$ cat config.mk
export PLATFORM = sky130hd
export DESIGN_NAME = vnf_front
export DESIGN_NICKNAME = d
export VERILOG_FILES = /design/src/design/vnf_pkg.sv /design/src/design/vnf_front.sv
export SDC_FILE = /design/constraint.sdc
export NUM_CORES = 1
export LEC_CHECK = 0
export ABC_AREA = 1
export BUFFER_PORTS_ARGS = -buffer_cell sky130_fd_sc_hd__buf_2
export CAP_MARGIN = 0
export CORE_AREA = 2 2 214 216
export DETAILED_ROUTE_END_ITERATION = 6
export DIE_AREA = 0 0 216 218
export PLACE_DENSITY = 0.44
export SLEW_MARGIN = 20
export SYNTH_ARGS = -nofsm -noshare
export SYNTH_HDL_FRONTEND = slang
export SYNTH_SLANG_ARGS = --single-unit
$ cat constraint.sdc
create_clock -name vclk -period 2.2
set_clock_uncertainty 0.1 [all_clocks]
set_input_delay 0.44 -clock vclk [all_inputs]
set_output_delay 0.44 -clock vclk [all_outputs]
set_load 0.01 [all_outputs]
$ cat src/design/vnf_pkg.sv
// Shared constants and types for the fractal value noise generator.
`timescale 1ns / 1ps
package vnf_pkg;

  localparam int NUM_OCT       = 3;
  localparam int FRAC_BITS_DEF = 16;
  localparam int QUEUE_DEPTH   = 4;
  localparam int APB_AW        = 3;

  localparam logic [31:0] HASH_MUL_A = 32'h85EBCA6B;
  localparam logic [31:0] HASH_MUL_B = 32'hC2B2AE35;
  localparam logic [31:0] HASH_MUL_C = 32'h9E3779B1;
  localparam logic [31:0] SEED_STEP  = 32'd131;

  // floor(2^24 / 7), used for the final divide by seven
  localparam logic [21:0] RECIP_7    = 22'd2396745;

  localparam logic [APB_AW-1:0] ADDR_NOISE_SEED = 3'd0;

  typedef struct packed {
    logic [31:0] ix0;
    logic [31:0] ix1;
    logic [31:0] iy0;
    logic [31:0] iy1;
    logic [15:0] fx;
    logic [15:0] fy;
  } oct_cell_t;

  typedef oct_cell_t [NUM_OCT-1:0] cell_set_t;

  typedef struct packed {
    logic not_empty;
    logic full;
  } queue_status_t;

endpackage

$ cat src/design/vnf_front.sv
// Front end: splits a coordinate into lattice cells and fractions per octave.
`timescale 1ns / 1ps
module vnf_front #(
  parameter int FRAC_BITS = vnf_pkg::FRAC_BITS_DEF
) (
  input  logic [31:0]        coord_x_i,
  input  logic [31:0]        coord_y_i,
  output vnf_pkg::cell_set_t cells_o
);
  import vnf_pkg::*;

  for (genvar k = 0; k < NUM_OCT; k++) begin : g_oct
    logic [33:0]           sx, sy;
    logic signed [33:0]    cx, cy;
    logic [FRAC_BITS+15:0] fwx, fwy;

    assign sx  = {{2{coord_x_i[31]}}, coord_x_i} << k;
    assign sy  = {{2{coord_y_i[31]}}, coord_y_i} << k;
    assign cx  = $signed(sx) >>> FRAC_BITS;
    assign cy  = $signed(sy) >>> FRAC_BITS;
    // fraction to Q0.16: truncate or shift up depending on FRAC_BITS
    assign fwx = {sx[FRAC_BITS-1:0], 16'b0};
    assign fwy = {sy[FRAC_BITS-1:0], 16'b0};

    assign cells_o[k].ix0 = cx[31:0];
    assign cells_o[k].ix1 = cx[31:0] + 32'd1;
    assign cells_o[k].iy0 = cy[31:0];
    assign cells_o[k].iy1 = cy[31:0] + 32'd1;
    assign cells_o[k].fx  = fwx[FRAC_BITS+15:FRAC_BITS];
    assign cells_o[k].fy  = fwy[FRAC_BITS+15:FRAC_BITS];
  end

endmodule

==> impl_results.md <==
- Startpoint Class: input pin
- First-pass GRT wire length: 22700 um
- Routed wire length: 17470 um
- Hold Vio Cnt, Final: 0
- Tmin final: 2.155 ns
- Layout cell share with drive strength beyond 1: 68.91%
- Switching pwr: 0.6764 mW
- Sw frac: 58.57%
- Fin crit share: 97.98%
- Row count: 78
- Tot Pwr: 1.155 mW
- Routability cong.: 0.8979
- RSZ-0062 raised after global routing: yes
- Clock Power Share: 0%
- Sequential cell fraction of total power: 0%
- Synth Warn #: 0
- Slew Viols, Final: 0
- Achievable Freq: 463.9 MHz
- Status: finished clean
- Total grt overflow: 0
- Fin cells: 1475
- Vias: 4189
- Die W: 216 um
- Initial DRC count: 158
- Vert. Die Dim: 218 um
- Final setup margin: 0.04453 ns
- Core ar.: 44890 um2
- Antenna Violating Nets Remaining: 0
- Gr usage total: 6.175%
- Cts hold-fix bufs: 0
- Crit path max fanout: 7
- Initial antenna violation count: 0
- Hpwl dp: 15220 um
- Worst endpoint data arrival time: 1.62 ns
- Core occupancy in the finished layout: 13.08%
- Beginning of the worst hold path: coord_y_i[6]
- Crit Path Class: input pin to primary output
- Crit path from: coord_y_i[23]
- Post-synthesis sequential area ratio: 0%
- DRC: 0
- First drt pass iteration count: 4
- MaxCap Viol Count: 0
- Dpl cell area: 5456 um2
- Io pins: 544
- Sum of negative setup slack: 0 ns
- WL/cell: 11.85 um
- Avg Cell Area, Syn: 6.391 um2
- IO Port Bufs: 426
- Area Overhead vs Synth: 27.25%
- P_int: 0.4785 mW
- Die area: 47090 um2
- Initial Util: 10.28%
- Fill cells: 5299
- Pre-CTS setup slack: -0.1592 ns
- Clock buffers: 0
- Peak VDD IR: 0.0001199 V
- Vias in the first global route: 3415
- Placed cells: 1465
- Comb pwr share: 100.0%
- Number of sequential cells: 0
- Leak Pwr: 3.203 nW
- Fin Hold WS: 0.7800 ns
- Cell count after synthesis: 722
- Area of the mapped netlist: 4614 um2
- # diodes: 0
- Final Setup Violations: 0
- CP endpoint kind: primary output
- Cell Pwr Density: 196.7 nW/um2
- Drt via density: 2.840
- Pin count of the biggest net entering global routing: 51
- Count of cell types in the netlist: 19
- # nets final: 947
- Reg area: 0 um2
- Design area: 5872 um2
- Worst path required time: 1.66 ns
- Worst hold path type: input pin to primary output
## area by class of cell
class | count | area, um2 | area share (%)
inverters | 46 | 172.7 | 2.941
well taps | 600 | 750.7 | 12.79
repair buffers | 532 | 3052 | 51.97
multi-input cells | 297 | 1897 | 32.30
## cell families after synthesis
logic type	synth area share, %
buf+inv	65.67
xor+xnor	13.48
compound gates	1.627
other cells	0.08127
fa+ha+maj	1.627
simple gates	17.52
## routing by layer
metal	track usage, %	routed length [um]	share of wire, %	vias to the layer above
met4	1.005	238	1.4	0
met1	10.13	8293	47	1947
met5	0	0	0	-
li1	-	-	-	2093
met2	8.435	7830	45	106
met3	0.6555	1111	6.4	43
## cells in the final DEF, fill, tap and decap left out, drive strengths merged
| cell type | netlist | final |
|---|---|---|
| nand3b | 2 | 2 |
| nand2 | 96 | 96 |
| inv | 46 | 46 |
| ha | 6 | 6 |
| xnor2 | 10 | 10 |
| clkbuf | 10 | 2 |
| nor2 | 78 | 79 |
| nand4 | 2 | 2 |
| nand3 | 17 | 17 |
| buf | 375 | 530 |
| conb | 1 | 6 |
| nor3 | 3 | 3 |
| o21ai | 11 | 11 |
| xor2 | 61 | 61 |
| a21oi | 4 | 4 |
## final timing paths
check	end	slack [ns]	cells past startpoint
worst min-delay path	cells_o[167]	0.78	0
worst max-delay path	cells_o[201]	0.04	9
## worst max-delay path: stages
cell and delay (ns):
buf_4 0.17, nand2_1 0.10, nor2_1 0.16, buf_4 0.15
buf_4 0.11, nand2_2 0.08, nor2_2 0.10, xor2_1 0.15
buf_2 0.15
## power groups by stage
| stage | Combinational [mW] | Clock, mW | Sequential (mW) |
|---|---|---|---|
| after floorplan | 0.968 | 0 | 0 |
| after global placement | 1.10 | 0 | 0 |
| after detailed placement | 1.10 | 0 | 0 |
| after CTS | 1.12 | 0 | 0 |
| after global routing | 1.25 | 0 | 0 |
| final | 1.15 | 0 | 0 |
## cell usage after synthesis
library cell,count,share of area (%)
nor2_1,72,5.9
nor2_4,2,0.49
a21oi_1,4,0.43
inv_1,46,3.7
nand3b_1,2,0.33
clkbuf_2,10,1.1
xnor2_1,10,1.9
buf_4,372,61
o21ai_0,11,1.2
nand4_1,2,0.27
nand2_2,1,0.14
nor2_2,4,0.54
buf_2,3,0.33
xor2_1,61,12
nand3_1,17,1.8
nand2_1,95,7.7
ha_1,6,1.6
nor3_1,3,0.33
conb_1,1,0.081
## what timing repair did
item | CTS | global route
pin swaps | 5 | 18
resized for setup | 23 | 72
cloned | 1 | 0
endpoints found under the setup margin | 107 | 103
setup buffers | 2 | 11
(Power assumes the default switching activity.)
