File: config.mk
export PLATFORM = sky130hd
export DESIGN_NAME = vnf_queue
export DESIGN_NICKNAME = d
export VERILOG_FILES = /design/src/design/vnf_pkg.sv /design/src/design/vnf_queue.sv
export SDC_FILE = /design/constraint.sdc
export NUM_CORES = 1
export LEC_CHECK = 0
export BUFFER_PORTS_ARGS = -buffer_cell sky130_fd_sc_hd__clkbuf_2
export CAP_MARGIN = 10
export CORE_UTILIZATION = 40
export CTS_CLUSTER_DIAMETER = 30
export CTS_CLUSTER_SIZE = 10
export DETAILED_ROUTE_END_ITERATION = 8
export SYNTH_ARGS = -nofsm -noshare
export SYNTH_HDL_FRONTEND = slang
export SYNTH_SLANG_ARGS = --single-unit
File: constraint.sdc
create_clock -name clk_i -period 11.2 [get_ports clk_i]
set_input_delay 1.12 -clock clk_i [delete_from_list [all_inputs] [get_ports clk_i]]
set_output_delay 1.12 -clock clk_i [all_outputs]
set_load 0.01 [all_outputs]
File: src/design/vnf_pkg.sv
// Shared constants and types for the fractal value noise generator.
`timescale 1ns / 1ps
package vnf_pkg;

  localparam int NUM_OCT       = 3;
  localparam int FRAC_BITS_DEF = 16;
  localparam int QUEUE_DEPTH   = 4;
  localparam int APB_AW        = 3;

  localparam logic [31:0] HASH_MUL_A = 32'h85EBCA6B;
  localparam logic [31:0] HASH_MUL_B = 32'hC2B2AE35;
  localparam logic [31:0] HASH_MUL_C = 32'h9E3779B1;
  localparam logic [31:0] SEED_STEP  = 32'd131;

  // floor(2^24 / 7), used for the final divide by seven
  localparam logic [21:0] RECIP_7    = 22'd2396745;

  localparam logic [APB_AW-1:0] ADDR_NOISE_SEED = 3'd0;

  typedef struct packed {
    logic [31:0] ix0;
    logic [31:0] ix1;
    logic [31:0] iy0;
    logic [31:0] iy1;
    logic [15:0] fx;
    logic [15:0] fy;
  } oct_cell_t;

  typedef oct_cell_t [NUM_OCT-1:0] cell_set_t;

  typedef struct packed {
    logic not_empty;
    logic full;
  } queue_status_t;

endpackage

File: src/design/vnf_queue.sv
// Small register queue between the front end and the noise pipeline.
`timescale 1ns / 1ps
module vnf_queue #(
  parameter int DEPTH = vnf_pkg::QUEUE_DEPTH
) (
  input  logic                   clk_i,
  input  logic                   rst_ni,
  input  logic                   push_i,
  input  vnf_pkg::cell_set_t     push_data_i,
  input  logic                   pop_i,
  output vnf_pkg::cell_set_t     head_o,
  output vnf_pkg::queue_status_t status_o
);
  import vnf_pkg::*;

  localparam int PW = (DEPTH > 1) ? $clog2(DEPTH) : 1;
  localparam int CW = $clog2(DEPTH + 1);

  cell_set_t       mem_q [DEPTH];
  logic [PW-1:0]   wr_q, wr_d, rd_q, rd_d;
  logic [CW-1:0]   cnt_q, cnt_d;

  function automatic logic [PW-1:0] ptr_inc(input logic [PW-1:0] p);
    logic [PW-1:0] r;
    if (p == PW'(DEPTH - 1)) r = '0;
    else                     r = p + PW'(1);
    return r;
  endfunction

  always_comb begin
    wr_d  = push_i ? ptr_inc(wr_q) : wr_q;
    rd_d  = pop_i ? ptr_inc(rd_q) : rd_q;
    cnt_d = cnt_q + CW'(push_i) - CW'(pop_i);
  end

  always_ff @(posedge clk_i or negedge rst_ni) begin
    if (!rst_ni) begin
      wr_q  <= '0;
      rd_q  <= '0;
      cnt_q <= '0;
    end else begin
      wr_q  <= wr_d;
      rd_q  <= rd_d;
      cnt_q <= cnt_d;
    end
  end

  always_ff @(posedge clk_i) begin
    if (push_i) mem_q[wr_q] <= push_data_i;
  end

  assign head_o             = mem_q[rd_q];
  assign status_o.not_empty = (cnt_q != '0);
  assign status_o.full      = (cnt_q == CW'(DEPTH));

endmodule

==> flow_summary.json <==
{
  "status": "finished clean",
  "cts.clk_slew.worst_paths_ps": 50,
  "startpoint": "rd_q[0]",
  "path_class": "flip-flop to output pin",
  "grt_pass1_vias": 34568,
  "mostFrequentLayoutCells": "edfxtp_1, clkbuf_2, mux4_1",
  "globalRouteOverflowTotal": 0,
  "required_ps": 10080,
  "stdcell_count": 6518,
  "post-dp-hpwl_microns": 104000,
  "path_cells": "buf_4 -> buf_4 -> buf_4 -> mux4_1 -> clkbuf_2",
  "cts_root_buf": "clkbuf_16",
  "core_area_sq_um": 177000,
  "crit_path_frequent_cell": "buf_4",
  "worstSetupStartpointType": "flip-flop",
  "antenna_found_initial": 42,
  "portBuffers": 965,
  "p_clk_share_pct": 42.6,
  "die_w_microns": 425,
  "grt_usage_pct": 18.2,
  "p_int_uw": 19600,
  "min_period_over_period_pct": 51.7,
  "crit_path_end_kind": "output pin",
  "peakVddDrop_mv": 0.207,
  "rrSetupSlack_ps": 7630,
  "leakagePower_uw": 0.0335,
  "final_common_cell": "edfxtp_1",
  "cp.depth": 5,
  "dp_cells": 5770,
  "final.setup.worst_slack_ps": 5410,
  "synth.distinct_cells": 21,
  "min_path_type": "input pin to flip-flop",
  "power_density_nw_per_um2": 293,
  "p_switching_uw": 7490,
  "drive_gt1_share_pct": 39.0,
  "syn_nets": 3036,
  "vias_per_cell": 5.14,
  "p_sw_share_pct": 27.7,
  "min_period_ps": 5790,
  "post-route-util_pct": 52.2,
  "relSlewSlack_pct": 27.1,
  "die_area_sq_um": 181000,
  "p_seq_share_pct": 35.1,
  "die_h_microns": 425,
  "cp_slowest_cell": "buf_4",
  "grt_max_degree": 134,
  "setup_viol": 0,
  "nets": 4329,
  "max_stage_delay_ps": 710,
  "syn_avg_cell_area_sq_um": 28.1,
  "rsz0062_at_grt": "no",
  "grt_pass1_wl_microns": 238000,
  "drt-pass1-iter-count": 5,
  "cts_resized": 0,
  "drt_iter0_drc": 2068,
  "clock_path_buffers": 4,
  "crit_family": "buffers and inverters",
  "drv_slew": 0,
  "crit_path_end": "head_o[70]",
  "clock_sinks": 1927,
  "path_buf_inv": 4,
  "r2r_end": "mem_q[2][67]",
  "cts_hold_buf": 1,
  "synth_cells": 2544,
  "avgRoutedWirePerCell_microns": 26.0,
  "routed-via-count": 33519,
  "cp_data_arrival_time_ps": 4670,
  "num_rows": 154,
  "fmax_mhz": 173,
  "drv_cap": 0,
  "route.detailed.drc": 0,
  "drt_wl_total_microns": 169000,
  "netlist_area_sq_um": 71600,
  "pwr-share-comb_pct": 22.2,
  "htree_levels": 5,
  "worstMarginPinSlew_ps": 1090,
  "ys_seq_area_share_pct": 80.8,
  "gp_congestion": 0.845,
  "ys_ff_latch": 1927,
  "clk_latency_ps": 910,
  "rr_worst_depth": 5,
  "pre_cts_ws_ps": 6330,
  "ioPinCount": 966,
  "drt.antenna.violating_nets": 0,
  "ys_warn_count": 0,
  "cts_tree": "built",
  "cts_setup_buffers": 0,
  "cts_buffers": 404,
  "hold_viol_final": 0,
  "area_delta_synth_final_pct": 29.0,
  "reg2reg_from": "wr_q[0]",
  "initial_core_util_pct": 40.5,
  "path_max_fanout": 46,
  "fin_skew_ps": 60.4
}
## sequential cells by signal (all words and copies together) (netlist names)
name,cells
mem_q,1920
cnt_q,3
rd_q,2
wr_q,2
## synth_stat cells, drive strengths merged
cell type | n | area share, %
clkbuf | 4 | 0.021
o21ai | 2 | 0.014
and2 | 4 | 0.035
mux4 | 480 | 18
fa | 1 | 0.028
or3b | 1 | 0.012
inv | 6 | 0.031
dfrtp | 7 | 0.24
buf | 104 | 1.3
mux2 | 2 | 0.031
edfxtp | 1920 | 81
nor2 | 1 | 0.0052
nand2 | 1 | 0.0052
ha | 7 | 0.12
and3 | 1 | 0.0087
xnor2 | 2 | 0.024
or3 | 1 | 0.0087
## per-layer routing
layer,vias up,track usage [%],part of all wire (%)
li1,14458,-,-
met1,17472,20.8,37
met2,1160,31.2,53
met3,403,5.53,6.6
met4,26,8.64,4.0
met5,-,0,0.096
## stage by stage
stage                     hold WS, ps  TNS, ps  total power (uW)  instance area [sq um]
final                             400        0             27100                  92300
after detailed placement          595        0             15800                  78900
after global routing              342        0             28000                  92300
after CTS                         310        0             27400                  92300
after global placement            577        0             15800                  78900
after floorplan                   550  -768310             13600                  71600
## final cells by class
cell class	count	area, sq um
Tap cell	2340	2930
Clock inverter	279	3050
Inverter	6	22.5
Timing Repair Buffer	995	5270
Antenna cell	23	57.6
Clock buffer	445	10300
Fill cell	13715	84600
Sequential cell	1927	57800
Multi-Input combinational cell	503	12800
## cell families after synthesis
group	Yosys count	synth area share, %
buffers and inverters	114	1.31
adder cells (fa/ha/maj)	8	0.150
multiplexers	482	17.6
AO/OA/AOI/OAI	2	0.0140
AND/OR/NAND/NOR	9	0.0752
XOR/XNOR	2	0.0245
flip-flops	1927	80.8
## power groups by stage
stage | sequential, uW | clock [uW] | combinational [uW]
2_1_floorplan | 9870 | 0 | 3690
3_3_place_gp | 9590 | 0 | 6170
3_5_place_dp | 9640 | 0 | 6170
4_1_cts | 9520 | 11700 | 6180
5_1_grt | 9590 | 12100 | 6320
6_report | 9510 | 11500 | 6020
## worst min-delay path by stage
| stage | endpoint | slack, ps | startpoint | cells past startpoint |
|---|---|---|---|---|
| global placement | cnt_q[2] | 580 | cnt_q[1] | 2 |
| floorplan | cnt_q[2] | 550 | cnt_q[1] | 2 |
| detailed placement | cnt_q[2] | 600 | cnt_q[1] | 2 |
| CTS | mem_q[2][434] | 310 | push_data_i[434] | 1 |
| finish | mem_q[1][434] | 400 | push_data_i[434] | 1 |
| global route | mem_q[1][434] | 340 | push_data_i[434] | 1 |
(Power assumes the default switching activity.)
